File: src/hdl/slcs_pkg.sv
package slcs_pkg;

    localparam int FRAME_LEN = 10;
    localparam int IDX_W     = $clog2(FRAME_LEN);

    localparam logic [0:0] REG_TIMEOUT   = 1'b0;
    localparam logic [0:0] REG_SIM_FAULT = 1'b1;

    localparam logic [7:0] CH_DOLLAR = 8'h24;
    localparam logic [7:0] CH_AMP    = 8'h26;
    localparam logic [7:0] CH_ZERO   = 8'h30;
    localparam logic [7:0] CH_CR     = 8'h0D;
    localparam logic [7:0] CH_LF     = 8'h0A;
    localparam logic [7:0] CH_C      = 8'h43;
    localparam logic [7:0] CH_B      = 8'h42;
    localparam logic [7:0] CH_8      = 8'h38;
    localparam logic [7:0] CH_9      = 8'h39;
    localparam logic [7:0] CH_A      = 8'h41;
    localparam logic [7:0] CH_7      = 8'h37;

    localparam logic [9:0] VALUE_MAX = 10'd999;

    typedef enum logic [1:0] {
        MODE_TRIG = 2'd0,
        MODE_RX   = 2'd1,
        MODE_TICK = 2'd2,
        MODE_INIT = 2'd3
    } t_mode;

    typedef enum logic [1:0] {
        KIND_TX   = 2'd0,
        KIND_DONE = 2'd1,
        KIND_FAIL = 2'd2,
        KIND_SKIP = 2'd3
    } t_kind;

    typedef enum logic [2:0] {
        FAIL_NONE     = 3'd0,
        FAIL_INVALID  = 3'd1,
        FAIL_SIM      = 3'd2,
        FAIL_REJECTED = 3'd3,
        FAIL_UNKNOWN  = 3'd4,
        FAIL_TIMEOUT  = 3'd5,
        FAIL_BUSY     = 3'd6
    } t_fail;

    typedef enum logic [2:0] {
        STEP_IDLE = 3'd0,
        STEP_C    = 3'd1,
        STEP_B    = 3'd2,
        STEP_8    = 3'd3,
        STEP_9    = 3'd4,
        STEP_A    = 3'd5,
        STEP_7    = 3'd6
    } t_step;

    typedef struct packed {
        logic [1:0]  mode;
        logic [15:0] light_num;
        logic [3:0]  out_chan;
        logic [9:0]  pulse_width;
        logic [9:0]  fire_delay;
        logic        enabled;
        logic [7:0]  rx_byte;
    } t_in;

    typedef struct packed {
        logic        is_frame;
        t_kind       kind;
        t_fail       code;
        logic [7:0]  letter;
        logic [3:0]  chan;
        logic [3:0]  d2;
        logic [3:0]  d1;
        logic [3:0]  d0;
        logic [7:0]  csum;
        logic [31:0] total;
        logic [15:0] light;
        logic [3:0]  recent_chan;
        logic        busy;
    } t_job;

    typedef struct packed {
        t_kind       kind;
        logic [7:0]  tx_byte;
        logic        last;
        t_fail       code;
        logic [31:0] total;
        logic [15:0] light;
        logic [3:0]  recent_chan;
        logic        busy;
    } t_res;

endpackage

File: src/hdl/slcs_front.sv
module slcs_front (
    input  logic                 i_clk,
    input  logic                 i_rst_n,
    input  logic                 i_cfg_we,
    input  logic [0:0]           i_cfg_idx,
    input  logic [15:0]          i_cfg_data,
    input  logic                 i_accept,
    input  slcs_pkg::t_in        i_item,
    output logic                 o_job_push,
    output slcs_pkg::t_job       o_job
);

    logic [15:0]      r_timeout;
    logic             r_sim_fault;
    logic             r_link_ready, n_link_ready;
    slcs_pkg::t_step  r_step, n_step;
    logic [3:0]       r_chan, n_chan;
    logic [9:0]       r_strobe, n_strobe;
    logic [9:0]       r_delay, n_delay;
    logic [15:0]      r_light, n_light;
    logic [15:0]      r_wait, n_wait;
    logic [31:0]      r_count, n_count;
    logic [15:0]      r_done_light, n_done_light;
    logic [3:0]       r_done_chan, n_done_chan;

    function automatic logic [7:0] cmd_letter(input slcs_pkg::t_step s);
        case (s)
            slcs_pkg::STEP_B: cmd_letter = slcs_pkg::CH_B;
            slcs_pkg::STEP_8: cmd_letter = slcs_pkg::CH_8;
            slcs_pkg::STEP_9: cmd_letter = slcs_pkg::CH_9;
            slcs_pkg::STEP_A: cmd_letter = slcs_pkg::CH_A;
            slcs_pkg::STEP_7: cmd_letter = slcs_pkg::CH_7;
            default:          cmd_letter = slcs_pkg::CH_C;
        endcase
    endfunction

    // split a value below 1000 into decimal digits by reciprocal multiplies
    function automatic logic [11:0] to_bcd(input logic [9:0] v);
        logic [15:0] p;
        logic [3:0]  h;
        logic [6:0]  r;
        logic [13:0] q;
        logic [3:0]  t;
        logic [3:0]  o;
        p = {6'd0, v} * 16'd41;
        h = p[15:12];
        r = 7'(v - 10'(h) * 10'd100);
        q = {7'd0, r} * 14'd103;
        t = q[13:10];
        o = 4'(r - 7'(t) * 7'd10);
        to_bcd = {h, t, o};
    endfunction

    always_ff @(posedge i_clk) begin
        if (!i_rst_n) begin
            r_timeout   <= 16'd200;
            r_sim_fault <= 1'b0;
        end else if (i_cfg_we) begin
            case (i_cfg_idx)
                slcs_pkg::REG_TIMEOUT:   r_timeout   <= i_cfg_data;
                slcs_pkg::REG_SIM_FAULT: r_sim_fault <= i_cfg_data[0];
                default: ;
            endcase
        end
    end

    always_ff @(posedge i_clk) begin
        if (!i_rst_n) begin
            r_link_ready <= 1'b0;
            r_step       <= slcs_pkg::STEP_IDLE;
            r_chan       <= '0;
            r_strobe     <= '0;
            r_delay      <= '0;
            r_light      <= '0;
            r_wait       <= '0;
            r_count      <= '0;
            r_done_light <= '0;
            r_done_chan  <= '0;
        end else if (i_accept) begin
            r_link_ready <= n_link_ready;
            r_step       <= n_step;
            r_chan       <= n_chan;
            r_strobe     <= n_strobe;
            r_delay      <= n_delay;
            r_light      <= n_light;
            r_wait       <= n_wait;
            r_count      <= n_count;
            r_done_light <= n_done_light;
            r_done_chan  <= n_done_chan;
        end
    end

    always_comb begin
        logic           has_job;
        logic           frame;
        logic           do_advance;
        slcs_pkg::t_kind kind;
        slcs_pkg::t_fail code;
        logic [9:0]     value;
        logic [11:0]    bcd;
        logic [7:0]     chan_byte;

        n_link_ready = r_link_ready;
        n_step       = r_step;
        n_chan       = r_chan;
        n_strobe     = r_strobe;
        n_delay      = r_delay;
        n_light      = r_light;
        n_wait       = r_wait;
        n_count      = r_count;
        n_done_light = r_done_light;
        n_done_chan  = r_done_chan;
        has_job      = 1'b0;
        frame        = 1'b0;
        do_advance   = 1'b0;
        kind         = slcs_pkg::KIND_TX;
        code         = slcs_pkg::FAIL_NONE;

        case (slcs_pkg::t_mode'(i_item.mode))
            slcs_pkg::MODE_TRIG: begin
                has_job = 1'b1;
                if (r_step != slcs_pkg::STEP_IDLE) begin
                    kind = slcs_pkg::KIND_FAIL;
                    code = slcs_pkg::FAIL_BUSY;
                end else if (!r_link_ready || r_timeout == 16'd0 ||
                             i_item.out_chan == 4'd0 ||
                             i_item.out_chan > 4'd9 ||
                             i_item.pulse_width == 10'd0) begin
                    n_link_ready = 1'b0;
                    kind = slcs_pkg::KIND_FAIL;
                    code = slcs_pkg::FAIL_INVALID;
                end else if (!i_item.enabled) begin
                    kind = slcs_pkg::KIND_SKIP;
                end else if (r_sim_fault) begin
                    n_link_ready = 1'b0;
                    kind = slcs_pkg::KIND_FAIL;
                    code = slcs_pkg::FAIL_SIM;
                end else begin
                    n_chan   = i_item.out_chan;
                    n_strobe = (i_item.pulse_width > slcs_pkg::VALUE_MAX) ?
                               slcs_pkg::VALUE_MAX : i_item.pulse_width;
                    n_delay  = (i_item.fire_delay > slcs_pkg::VALUE_MAX) ?
                               slcs_pkg::VALUE_MAX : i_item.fire_delay;
                    n_light  = i_item.light_num;
                    n_step   = slcs_pkg::STEP_C;
                    n_wait   = r_timeout;
                    frame    = 1'b1;
                end
            end
            slcs_pkg::MODE_RX: begin
                if (r_step != slcs_pkg::STEP_IDLE) begin
                    has_job = 1'b1;
                    if (i_item.rx_byte == slcs_pkg::CH_DOLLAR ||
                        r_step == slcs_pkg::STEP_C || r_step == slcs_pkg::STEP_B) begin
                        do_advance = 1'b1;
                    end else begin
                        n_step       = slcs_pkg::STEP_IDLE;
                        n_link_ready = 1'b0;
                        kind = slcs_pkg::KIND_FAIL;
                        code = (i_item.rx_byte == slcs_pkg::CH_AMP) ?
                               slcs_pkg::FAIL_REJECTED : slcs_pkg::FAIL_UNKNOWN;
                    end
                end
            end
            slcs_pkg::MODE_TICK: begin
                if (r_step != slcs_pkg::STEP_IDLE) begin
                    if (r_wait <= 16'd1) begin
                        has_job = 1'b1;
                        n_wait  = '0;
                        if (r_step == slcs_pkg::STEP_C || r_step == slcs_pkg::STEP_B) begin
                            do_advance = 1'b1;
                        end else begin
                            n_step       = slcs_pkg::STEP_IDLE;
                            n_link_ready = 1'b0;
                            kind = slcs_pkg::KIND_FAIL;
                            code = slcs_pkg::FAIL_TIMEOUT;
                        end
                    end else begin
                        n_wait = r_wait - 16'd1;
                    end
                end
            end
            default: begin
                n_link_ready = 1'b1;
                n_step       = slcs_pkg::STEP_IDLE;
                n_wait       = '0;
                n_count      = '0;
                n_done_light = '0;
                n_done_chan  = '0;
            end
        endcase

        if (do_advance) begin
            if (r_step == slcs_pkg::STEP_7) begin
                n_step       = slcs_pkg::STEP_IDLE;
                n_count      = r_count + 32'd1;
                n_done_light = r_light;
                n_done_chan  = r_chan;
                kind         = slcs_pkg::KIND_DONE;
            end else begin
                n_step = slcs_pkg::t_step'(r_step + 3'd1);
                n_wait = r_timeout;
                frame  = 1'b1;
            end
        end

        case (n_step)
            slcs_pkg::STEP_B: value = 10'd1;
            slcs_pkg::STEP_9: value = n_strobe;
            slcs_pkg::STEP_A: value = n_delay;
            default:          value = 10'd0;
        endcase
        bcd       = to_bcd(value);
        chan_byte = slcs_pkg::CH_ZERO + {4'd0, n_chan};

        o_job_push          = i_accept && has_job;
        o_job.is_frame      = frame;
        o_job.kind          = kind;
        o_job.code          = code;
        o_job.letter        = cmd_letter(n_step);
        o_job.chan          = n_chan;
        o_job.d2            = bcd[11:8];
        o_job.d1            = bcd[7:4];
        o_job.d0            = bcd[3:0];
        o_job.csum          = slcs_pkg::CH_DOLLAR ^ cmd_letter(n_step) ^ chan_byte ^
                              (slcs_pkg::CH_ZERO + {4'd0, bcd[11:8]}) ^
                              (slcs_pkg::CH_ZERO + {4'd0, bcd[7:4]}) ^
                              (slcs_pkg::CH_ZERO + {4'd0, bcd[3:0]});
        o_job.total         = n_count;
        o_job.light         = n_done_light;
        o_job.recent_chan   = n_done_chan;
        o_job.busy          = (n_step != slcs_pkg::STEP_IDLE);
    end

    a_busy_needs_link: assert property (@(posedge i_clk) disable iff (!i_rst_n)
        r_step != slcs_pkg::STEP_IDLE |-> r_link_ready)
        else $error("sequence running without link ready");

    a_busy_chan_valid: assert property (@(posedge i_clk) disable iff (!i_rst_n)
        r_step != slcs_pkg::STEP_IDLE |-> (r_chan != 4'd0 && r_chan <= 4'd9))
        else $error("sequence running on invalid channel");

endmodule

File: src/hdl/slcs_fifo.sv
module slcs_fifo #(
    parameter int DEPTH = 4
) (
    input  logic            i_clk,
    input  logic            i_rst_n,
    input  logic            i_push,
    input  slcs_pkg::t_job  i_data,
    output logic            o_full,
    input  logic            i_pop,
    output logic            o_empty,
    output slcs_pkg::t_job  o_data
);

    localparam int PTR_W = (DEPTH > 1) ? $clog2(DEPTH) : 1;
    localparam int CNT_W = $clog2(DEPTH + 1);

    slcs_pkg::t_job   r_mem [DEPTH];
    logic [PTR_W-1:0] r_wr, r_rd;
    logic [CNT_W-1:0] r_cnt;
    logic             do_push, do_pop;

    assign o_full  = (r_cnt == CNT_W'(DEPTH));
    assign o_empty = (r_cnt == '0);
    assign do_push = i_push && !o_full;
    assign do_pop  = i_pop && !o_empty;
    assign o_data  = r_mem[r_rd];

    always_ff @(posedge i_clk) begin
        if (!i_rst_n) begin
            r_wr  <= '0;
            r_rd  <= '0;
            r_cnt <= '0;
        end else begin
            if (do_push) begin
                r_wr <= (r_wr == PTR_W'(DEPTH - 1)) ? '0 : r_wr + PTR_W'(1);
            end
            if (do_pop) begin
                r_rd <= (r_rd == PTR_W'(DEPTH - 1)) ? '0 : r_rd + PTR_W'(1);
            end
            r_cnt <= r_cnt + CNT_W'(do_push) - CNT_W'(do_pop);
        end
    end

    always_ff @(posedge i_clk) begin
        if (do_push) begin
            r_mem[r_wr] <= i_data;
        end
    end

endmodule

File: src/hdl/slcs_back.sv
module slcs_back (
    input  logic            i_clk,
    input  logic            i_rst_n,
    input  slcs_pkg::t_job  i_job,
    input  logic            i_job_empty,
    output logic            o_job_pop,
    input  logic            i_pop,
    output logic            o_empty,
    output slcs_pkg::t_res  o_res
);

    localparam logic [slcs_pkg::IDX_W-1:0] LAST_IDX =
        slcs_pkg::IDX_W'(slcs_pkg::FRAME_LEN - 1);

    slcs_pkg::t_job              r_job, n_job;
    logic                        r_active, n_active;
    logic [slcs_pkg::IDX_W-1:0]  r_idx, n_idx;
    logic                        r_out_valid, n_out_valid;
    slcs_pkg::t_res              r_out, n_out;
    logic                        adv;

    function automatic logic [7:0] hex_digit(input logic [3:0] n);
        hex_digit = (n < 4'd10) ? (8'h30 + {4'd0, n}) : (8'h37 + {4'd0, n});
    endfunction

    function automatic logic [7:0] frame_byte(input slcs_pkg::t_job j,
                                              input logic [slcs_pkg::IDX_W-1:0] idx);
        case (idx)
            4'd0:    frame_byte = slcs_pkg::CH_DOLLAR;
            4'd1:    frame_byte = j.letter;
            4'd2:    frame_byte = slcs_pkg::CH_ZERO + {4'd0, j.chan};
            4'd3:    frame_byte = slcs_pkg::CH_ZERO + {4'd0, j.d2};
            4'd4:    frame_byte = slcs_pkg::CH_ZERO + {4'd0, j.d1};
            4'd5:    frame_byte = slcs_pkg::CH_ZERO + {4'd0, j.d0};
            4'd6:    frame_byte = hex_digit(j.csum[7:4]);
            4'd7:    frame_byte = hex_digit(j.csum[3:0]);
            4'd8:    frame_byte = slcs_pkg::CH_CR;
            default: frame_byte = slcs_pkg::CH_LF;
        endcase
    endfunction

    assign adv     = !r_out_valid || i_pop;
    assign o_empty = !r_out_valid;
    assign o_res   = r_out;

    always_comb begin
        n_job       = r_job;
        n_active    = r_active;
        n_idx       = r_idx;
        n_out_valid = r_out_valid && !i_pop;
        n_out       = r_out;
        o_job_pop   = 1'b0;

        if (adv) begin
            if (r_active) begin
                n_out_valid       = 1'b1;
                n_out.kind        = slcs_pkg::KIND_TX;
                n_out.tx_byte     = frame_byte(r_job, r_idx);
                n_out.last        = (r_idx == LAST_IDX);
                n_out.code        = slcs_pkg::FAIL_NONE;
                n_out.total       = r_job.total;
                n_out.light       = r_job.light;
                n_out.recent_chan = r_job.recent_chan;
                n_out.busy        = r_job.busy;
                if (r_idx == LAST_IDX) begin
                    n_active = 1'b0;
                end else begin
                    n_idx = r_idx + slcs_pkg::IDX_W'(1);
                end
            end else if (!i_job_empty) begin
                o_job_pop         = 1'b1;
                n_out_valid       = 1'b1;
                n_out.total       = i_job.total;
                n_out.light       = i_job.light;
                n_out.recent_chan = i_job.recent_chan;
                n_out.busy        = i_job.busy;
                if (i_job.is_frame) begin
                    n_out.kind    = slcs_pkg::KIND_TX;
                    n_out.tx_byte = frame_byte(i_job, '0);
                    n_out.last    = 1'b0;
                    n_out.code    = slcs_pkg::FAIL_NONE;
                    n_job         = i_job;
                    n_active      = 1'b1;
                    n_idx         = slcs_pkg::IDX_W'(1);
                end else begin
                    n_out.kind    = i_job.kind;
                    n_out.tx_byte = 8'd0;
                    n_out.last    = 1'b1;
                    n_out.code    = i_job.code;
                end
            end
        end
    end

    always_ff @(posedge i_clk) begin
        if (!i_rst_n) begin
            r_active    <= 1'b0;
            r_idx       <= '0;
            r_out_valid <= 1'b0;
        end else begin
            r_active    <= n_active;
            r_idx       <= n_idx;
            r_out_valid <= n_out_valid;
        end
    end

    always_ff @(posedge i_clk) begin
        r_job <= n_job;
        r_out <= n_out;
    end

    a_frame_continues: assert property (@(posedge i_clk) disable iff (!i_rst_n)
        r_out_valid && !r_out.last |-> r_active)
        else $error("frame byte shown without the rest of its frame pending");

    a_idx_range: assert property (@(posedge i_clk) disable iff (!i_rst_n)
        r_active |-> (r_idx != '0 && r_idx <= LAST_IDX))
        else $error("frame byte index out of range");

    a_no_pop_mid_frame: assert property (@(posedge i_clk) disable iff (!i_rst_n)
        r_active |-> !o_job_pop)
        else $error("job taken while a frame is still going out");

endmodule

File: src/hdl/strobe_light_command_sequencer.sv
// Strobe light command sequencer. Input items (trigger, reply byte, tick,
// initialize) are taken through push/full and results leave through
// empty/pop, oldest first. The front takes one input item per cycle while
// full is low and updates the sequence state at once; each item causing
// results drops one job into a QUEUE_DEPTH-entry queue. The back turns a job
// into result items at one per cycle while pop keeps taking them, through
// its output register: a command frame is 10 items, so a frame job holds the
// back until its last item is out, and any other job gives one item. Items
// with no result stay in the front. full rises while the job queue is full.
// Configuration: register 0 is the reply timeout in ticks, register 1 the
// simulated fault flag; write them only while the block is idle.
module strobe_light_command_sequencer #(
    parameter int QUEUE_DEPTH = 4
) (
    input  logic        i_clk,
    input  logic        i_rst_n,
    input  logic        i_cfg_we,
    input  logic [0:0]  i_cfg_idx,
    input  logic [15:0] i_cfg_data,
    input  logic        push,
    output logic        full,
    input  logic [1:0]  i_mode,
    input  logic [15:0] i_light_num,
    input  logic [3:0]  i_out_chan,
    input  logic [9:0]  i_pulse_width,
    input  logic [9:0]  i_fire_delay,
    input  logic        i_enabled,
    input  logic [7:0]  i_rx_byte,
    output logic        empty,
    input  logic        pop,
    output logic [1:0]  o_kind,
    output logic [7:0]  o_tx_byte,
    output logic        o_last_of_run,
    output logic [2:0]  o_fail_code,
    output logic [31:0] o_trigger_total,
    output logic [15:0] o_recent_light,
    output logic [3:0]  o_recent_channel,
    output logic        o_busy_res
);

    slcs_pkg::t_in  item;
    slcs_pkg::t_job push_job, head_job;
    slcs_pkg::t_res res;
    logic           job_push, job_pop, job_empty;

    assign item.mode        = i_mode;
    assign item.light_num   = i_light_num;
    assign item.out_chan    = i_out_chan;
    assign item.pulse_width = i_pulse_width;
    assign item.fire_delay  = i_fire_delay;
    assign item.enabled     = i_enabled;
    assign item.rx_byte     = i_rx_byte;

    slcs_front u_front (
        .i_clk      (i_clk),
        .i_rst_n    (i_rst_n),
        .i_cfg_we   (i_cfg_we),
        .i_cfg_idx  (i_cfg_idx),
        .i_cfg_data (i_cfg_data),
        .i_accept   (push && !full),
        .i_item     (item),
        .o_job_push (job_push),
        .o_job      (push_job)
    );

    slcs_fifo #(
        .DEPTH (QUEUE_DEPTH)
    ) u_fifo (
        .i_clk   (i_clk),
        .i_rst_n (i_rst_n),
        .i_push  (job_push),
        .i_data  (push_job),
        .o_full  (full),
        .i_pop   (job_pop),
        .o_empty (job_empty),
        .o_data  (head_job)
    );

    slcs_back u_back (
        .i_clk       (i_clk),
        .i_rst_n     (i_rst_n),
        .i_job       (head_job),
        .i_job_empty (job_empty),
        .o_job_pop   (job_pop),
        .i_pop       (pop),
        .o_empty     (empty),
        .o_res       (res)
    );

    assign o_kind           = res.kind;
    assign o_tx_byte        = res.tx_byte;
    assign o_last_of_run    = res.last;
    assign o_fail_code      = res.code;
    assign o_trigger_total  = res.total;
    assign o_recent_light   = res.light;
    assign o_recent_channel = res.recent_chan;
    assign o_busy_res       = res.busy;

endmodule

File: config.mk
export PLATFORM = sky130hd
export DESIGN_NAME = strobe_light_command_sequencer
export DESIGN_NICKNAME = d
export VERILOG_FILES = /design/src/hdl/slcs_pkg.sv /design/src/hdl/slcs_front.sv /design/src/hdl/slcs_fifo.sv /design/src/hdl/slcs_back.sv /design/src/hdl/strobe_light_command_sequencer.sv
export SDC_FILE = /design/constraint.sdc
export NUM_CORES = 1
export LEC_CHECK = 0
export ABC_CLOCK_PERIOD_IN_PS = 13200
export BUFFER_PORTS_ARGS = -buffer_cell sky130_fd_sc_hd__buf_2
export CORE_MARGIN = 5
export CORE_UTILIZATION = 35
export CTS_CLUSTER_DIAMETER = 150
export CTS_CLUSTER_SIZE = 16
export DETAILED_ROUTE_END_ITERATION = 16
export GPL_TIMING_DRIVEN = 1
export PLACE_DENSITY = 0.51
export SLEW_MARGIN = 5
export SYNTH_ARGS = -nofsm -noshare
export SYNTH_HDL_FRONTEND = slang
export SYNTH_HIERARCHICAL = 1
export SYNTH_SLANG_ARGS = --single-unit
File: constraint.sdc
create_clock -name i_clk -period 13.2 [get_ports i_clk]
set_input_delay 2.64 -clock i_clk [delete_from_list [all_inputs] [get_ports i_clk]]
set_output_delay 2.64 -clock i_clk [all_outputs]
set_load 0.05 [all_outputs]
==> results of run 1 <==
state kept, by name, summed over array words and instances (netlist names), 16 cells and up, named ones only:
name                  flops
u_fifo/r_mem            364
u_front/r_light          16
u_front/r_done_light     16
u_back/o_res             67
u_front/r_timeout        16
u_front/r_wait           16
u_back/r_job             85
u_front/r_count          32
what timing repair did:
action,CTS,global route
gates resized for setup,0,7
setup buffers,0,3
setup endpoints to repair,0,8
final cells by class:
type / instances / area, sq um
Timing Repair Buffer: 235 / 1430
Antenna cell: 1 / 2.50
Multi-Input combinational cell: 1305 / 10300
Sequential cell: 660 / 18400
Inverter: 74 / 279
Clock buffer: 81 / 1300
Clock inverter: 5 / 68.8
Fill cell: 7895 / 50400
Tap cell: 1080 / 1350
cells by family after synthesis:
group | count (synthesis) | share of synthesized area
DFF | 660 | 0.624
AOI/OAI and AO/OA | 392 | 0.0834
adders and majority gates | 112 | 0.0514
other | 1 | 0.000127
muxes | 176 | 0.102
and+or+nand+nor | 579 | 0.0920
buffers and inverters | 190 | 0.0323
xor gates and xnor gates | 44 | 0.0145
Yosys cell counts, drive strengths merged, types with 7 or more instances:
library cell / instances / area (sq um)
nand3: 41 / 205
xnor2: 34 / 305
fa: 15 / 300
clkbuf: 65 / 244
a22o: 7 / 61.3
o21a: 12 / 90.1
mux2i: 27 / 283
o211a: 8 / 80.1
a21o: 10 / 75.1
nor2: 91 / 342
dfxtp: 144 / 2880
xor2: 8 / 77.6
inv: 74 / 278
mux2: 57 / 642
nand2: 283 / 1060
nand2b: 12 / 77.6
o211ai: 11 / 82.6
and2: 29 / 181
nor3: 33 / 186
buf: 51 / 429
o21ai: 113 / 569
mux4: 92 / 2070
nor4: 13 / 96.3
or2: 10 / 65.1
nand4: 10 / 62.6
ha: 97 / 1210
edfxtp: 516 / 15500
or3: 7 / 43.8
a211oi: 25 / 193
a221oi: 13 / 114
and3: 13 / 81.3
o31ai: 11 / 87.6
nor2b: 15 / 104
a21oi: 132 / 672
a22oi: 9 / 77.6
worst max path at each step:
| stage | slack [ps] | to | from |
|---|---|---|---|
| after floorplan | -50 | u_fifo/r_mem[0][56] | i_rx_byte[6] |
| after CTS | 300 | u_fifo/r_mem[0][56] | i_rx_byte[6] |
| final | 550 | u_fifo/r_mem[0][56] | i_rx_byte[6] |
| after global placement | -90 | u_fifo/r_mem[0][56] | i_rx_byte[6] |
| after detailed placement | -300 | u_fifo/r_mem[0][56] | i_rx_byte[6] |
| after global routing | 5 | u_fifo/r_mem[1][56] | i_rx_byte[6] |
power breakdown:
part | internal [W] | leakage [nW] | switching, W
clock | 0.000679 | 0.648 | 0.000713
sequential | 0.00254 | 5.83 | 0.000105
combinational | 0.000387 | 4.86 | 0.000905
routing by layer:
metal	track usage	up-vias	share of wire
met5	0	-	0.00019
met4	0.0387	2	0.024
met3	0.0251	97	0.049
met2	0.249	420	0.47
met1	0.212	8930	0.46
li1	-	8406	-
stage by stage:
| stage | std cells | power, W |
|---|---|---|
| 2_1_floorplan | 2155 | 0.00369 |
| 3_3_place_gp | 3351 | 0.00400 |
| 3_5_place_dp | 3351 | 0.00402 |
| 4_1_cts | 3437 | 0.00543 |
| 5_1_grt | 3440 | 0.00559 |
| 6_report | 3441 | 0.00533 |
worst max-delay path, delay by kind of cell:
family          cells  cell delay, ps
fa+ha+maj          13            4010
compound gates     12            2190
xor+xnor           11            1900
simple gates        4            1090
buf+inv             7             580
mux                 1             540
cell usage in the layout, fill, tap and decap left out, drive strengths merged, types with 29 or more instances in the layout:
cell type | synthesis | layout
xnor2 | 34 | 34
ha | 97 | 97
buf | 51 | 235
a21oi | 132 | 132
o21ai | 113 | 113
and2 | 29 | 29
dfxtp | 144 | 144
mux2 | 57 | 57
nor3 | 33 | 33
nand2 | 283 | 283
mux4 | 92 | 92
clkbuf | 65 | 81
nand3 | 41 | 41
inv | 74 | 75
nor2 | 91 | 91
edfxtp | 516 | 516
==> flow_summary.ini, run 1 <==
[run]
drv_cap = 0

[place]
post-dp-hpwl_mm = 45.7
place_worst_setup_slack_ps = -299
placed_area_sq_um = 31700
place_congestion = 0.844
io_buffers = 141

[setup_path]
start_kind = input port
reg2reg_from = u_front/r_step[0]
cp_slowest_cell = or4b_4
worstPathRequired_ps = 13540
critPathMaxStageDelay_ps = 550
worstPathMaxFanout = 4
crit_path_end_kind = register
critPathKind = input port to register
arrival_ps = 12990
reg2reg_slack_ps = 2300
r2r-end = u_fifo/r_mem[0][56]
rr_worst_depth = 46

[cts]
cts_inserted_buffers = 47
clockBufferDepth = 3
cts_hold_buf = 0
clkTransAtPathRegs_ps = 80
h-tree-depth = 2
clk_latency_ps = 610
cts_tree = built
clock-root-buffer = clkbuf_16
cts_sinks = 660

[timing]
clock_skew_ps = 19.2
max_freq_ghz = 0.0791
drv_slew = 0
setup_viol = 0
max_slew_margin = 0.225
rsz0062_at_grt = false
fin_ws_ps = 552
fin_crit_ps = 12650
period_share = 0.958
finalHoldViolCount = 0
holdWs_ps = 460
setup_tns_ps = 0
worst_pin_slew_ps = 1150

[hold_path]
min_to = u_front/r_delay[6]
hold_depth = 2
hold_path_class = register to register
hp-start = u_front/r_delay[6]

[die]
start_util = 0.352
die_x_microns = 300
die_y_microns = 300
num_io_pins = 142
row_count = 106
core_area_sq_um = 83600
dieArea_sq_um = 90000

[grt]
track_usage = 0.152
grt_overflow = 0
grt_pass1_wl_mm = 108
antenna_found_initial = 4
grt_max_degree = 75
grt_pass1_vias = 18100

[synthesis]
synth_flop_cell = edfxtp_1
yosysWarnings = 6
postSynthCellCount = 2154
yosysSeqAreaShare = 0.624
synth_edf_count = 516
syn_area_per_cell_sq_um = 13.7
synth_area_sq_um = 29400
ys_types = 95
async_flop_share = 0
synth_seq_cells = 660

[pwr]
power.leakage_nw = 11.3
ir_drop_mv = 0.0850
p_per_area_nw_per_um2 = 161

[cells_and_area]
drive_above_1_share = 0.217
stdcell_area_sq_um = 33200
nNetsFinal = 2508
area_growth_pct = 12.7
fin_util = 0.397

[drt]
wl_mm = 69.5
ant_nets = 0
num_vias = 17900
drc_errors = 0
wl_per_cell_microns = 20.2
firstDrtPassIters = 5
viasPerCell = 5.19
dr.first_iter.drc_count = 1285

[outcome]
outcome = finished, final reports clean
No activity file was read; power rests on OpenSTA's default activity.
==> run 2: changes to the inputs <==
--- a/config.mk
+++ b/config.mk
@@ -14,6 +14,7 @@
 export DETAILED_ROUTE_END_ITERATION = 16
 export GPL_TIMING_DRIVEN = 1
 export PLACE_DENSITY = 0.51
+export SETUP_SLACK_MARGIN = 0.1
 export SLEW_MARGIN = 5
 export SYNTH_ARGS = -nofsm -noshare
 export SYNTH_HDL_FRONTEND = slang
==> constraint.sdc (replaced) <==
create_clock -name i_clk -period 13.2 [get_ports i_clk]
set_input_delay 0.66 -clock i_clk [delete_from_list [all_inputs] [get_ports i_clk]]
set_output_delay 0.66 -clock i_clk [all_outputs]
set_load 0.05 [all_outputs]
==> run 2 against run 1 <==
First-iteration DRC count about the same. Clock power barely moved. Global-route usage is 0.17 points higher. Fmax grew 4.5%. Sequential share of layout area increased by 1.1 points. Setup slack improved by 540 ps. Critical path depth is 3 lower. Register-to-register slack lost 1200 ps. Critical path type is now register to register. Largest cell class unchanged. Largest power group unchanged.
==> flow_summary.ini, run 2 (same netlist as run 1, synthesis figures left out) <==
[pwr]
power.leakage_nw = 11.1
total_power_w = 0.00533
p_seq_frac = 0.498
p_comb_frac = 0.240
internal_power_w = 0.00360
p_switching_w = 0.00172
swShare = 0.324
ir_drop_mv = 0.110
p_clk_frac = 0.262
p_per_area_nw_per_um2 = 164

[drt]
wl_per_cell_microns = 20.7
ant_nets = 0
dr.first_iter.drc_count = 1284
num_vias = 17700
viasPerCell = 5.23
firstDrtPassIters = 5
drc_errors = 0
wl_mm = 70.2

[cts]
clkTransAtPathRegs_ps = 70
cts_tree = built
cts_setup_buffers = 0
cts_inserted_buffers = 47
clockBufferDepth = 3
cts_sinks = 660
clk_latency_ps = 610
clock-root-buffer = clkbuf_16
h-tree-depth = 2

[timing]
fin_ws_ps = 1090
max_slew_margin = 0.317
holdWs_ps = 271
drv_slew = 0
worst_pin_slew_ps = 1020
fin_crit_ps = 12110
max_freq_ghz = 0.0826
finalHoldViolCount = 0
clock_skew_ps = 21.7
rsz0062_at_grt = false
setup_viol = 0
setup_tns_ps = 0
period_share = 0.917

[cells_and_area]
final_cell_mix = edfxtp_1, nand2_1, buf_2, dfxtp_1, a21oi_1
top_register = u_fifo/r_mem
drive_above_1_share = 0.186
nNetsFinal = 2449
area_growth_pct = 10.5
final_common_cell = edfxtp_1
nFillCells = 7866
largest_register_ffs = 364

[hold_path]
hold_depth = 3
hold_path_class = input port to register

[setup_path]
crit_path_end_kind = register
worstPathMaxFanout = 12
crit_top_cell = ha_1
arrival_ps = 12500
critPathKind = register to register
worstPathRequired_ps = 13600
rr_worst_depth = 45
cp_slowest_cell = or4_4
start_kind = register
critPathMaxStageDelay_ps = 580

[die]
start_util = 0.352
dieArea_sq_um = 90000
num_io_pins = 142
die_x_microns = 300
die_y_microns = 300
core_area_sq_um = 83600
row_count = 106

[place]
post-dp-hpwl_mm = 45.2
place_congestion = 0.813
io_buffers = 141
place_worst_setup_slack_ps = 472

[grt]
grt_overflow = 0
grt_max_degree = 65
track_usage = 0.154
antenna_found_initial = 4
grt_pass1_vias = 17800
grt_pass1_wl_mm = 109

[run]
drv_cap = 0

[outcome]
outcome = finished, final reports clean
run 2: cell count changes in the layout (fill, tap and decap cells not counted), moves of 2 or more:
| cell | previous run | this run |
|---|---|---|
| a21oi_2 | 2 | 0 |
| ha_4 | 7 | 0 |
| buf_6 | 2 | 0 |
| ha_1 | 90 | 97 |
| a21oi_1 | 128 | 131 |
| a211oi_1 | 20 | 24 |
| a211oi_2 | 5 | 1 |
| buf_4 | 91 | 35 |
| xnor2_2 | 4 | 1 |
| and2_1 | 22 | 24 |
| fa_1 | 13 | 15 |
| xnor2_1 | 30 | 33 |
| and2_4 | 6 | 4 |
| fa_2 | 2 | 0 |
run 2: path summary, 6_finish.rpt:
| check | startpoint | to | slack, ps |
|---|---|---|---|
| min | i_cfg_data[6] | u_front/r_timeout[6] | 270 |
| max reg2reg | u_front/r_wait[3] | u_fifo/r_mem[1][56] | 1090 |
| min reg2reg | u_front/r_delay[7] | u_front/r_delay[7] | 460 |
| max | u_front/r_wait[3] | u_fifo/r_mem[1][56] | 1090 |
run 2: what timing repair did:
action	4_1_cts	5_1_grt
hold buffers	0	0
setup endpoints to repair	0	4
resized for setup	0	2
run 2: per-stage QoR:
step                      utilization  area, sq um  instances
final                           0.389        32500       3382
after global routing            0.389        32500       3381
after CTS                       0.389        32500       3381
after detailed placement        0.373        31100       3295
after global placement          0.373        31100       3295
after floorplan                     -        29400       2155
run 2: critical path: cells and delay by family, from the launching register on:
kind | cells | cell delay [ps]
xor gates and xnor gates | 11 | 2590
DFF | 1 | 370
buffers and inverters | 4 | 250
adders and majority gates | 12 | 4210
AOI/OAI and AO/OA | 11 | 2270
and+or+nand+nor | 7 | 2190
run 2: power by group through the flow:
| stage | logic, W | registers [W] | clock network, W |
|---|---|---|---|
| after detailed placement | 0.00130 | 0.00271 | 0 |
| after global placement | 0.00129 | 0.00270 | 0 |
| after floorplan | 0.000644 | 0.00304 | 0 |
| final | 0.00128 | 0.00265 | 0.00140 |
| after global routing | 0.00137 | 0.00268 | 0.00154 |
| after CTS | 0.00131 | 0.00266 | 0.00145 |
run 2: layout make-up:
type | count | area (sq um) | share of cell area
antenna | 1 | 2.50 | 0.0000769
sequential | 660 | 18400 | 0.565
timing repair buffer | 176 | 968 | 0.0298
clock inverter | 4 | 63.8 | 0.00196
inverter | 74 | 280 | 0.00862
multi-input combinational | 1305 | 10200 | 0.312
clock buffer | 82 | 1320 | 0.0405
tap | 1080 | 1350 | 0.0415
run 2: layer usage:
layer | GRT usage | vias to the layer above | routed length (microns)
li1 | - | 8294 | -
met5 | 0 | - | 0
met4 | 0.0316 | 0 | 1320
met1 | 0.218 | 8888 | 32400
met2 | 0.253 | 421 | 32800
met3 | 0.0227 | 85 | 3580
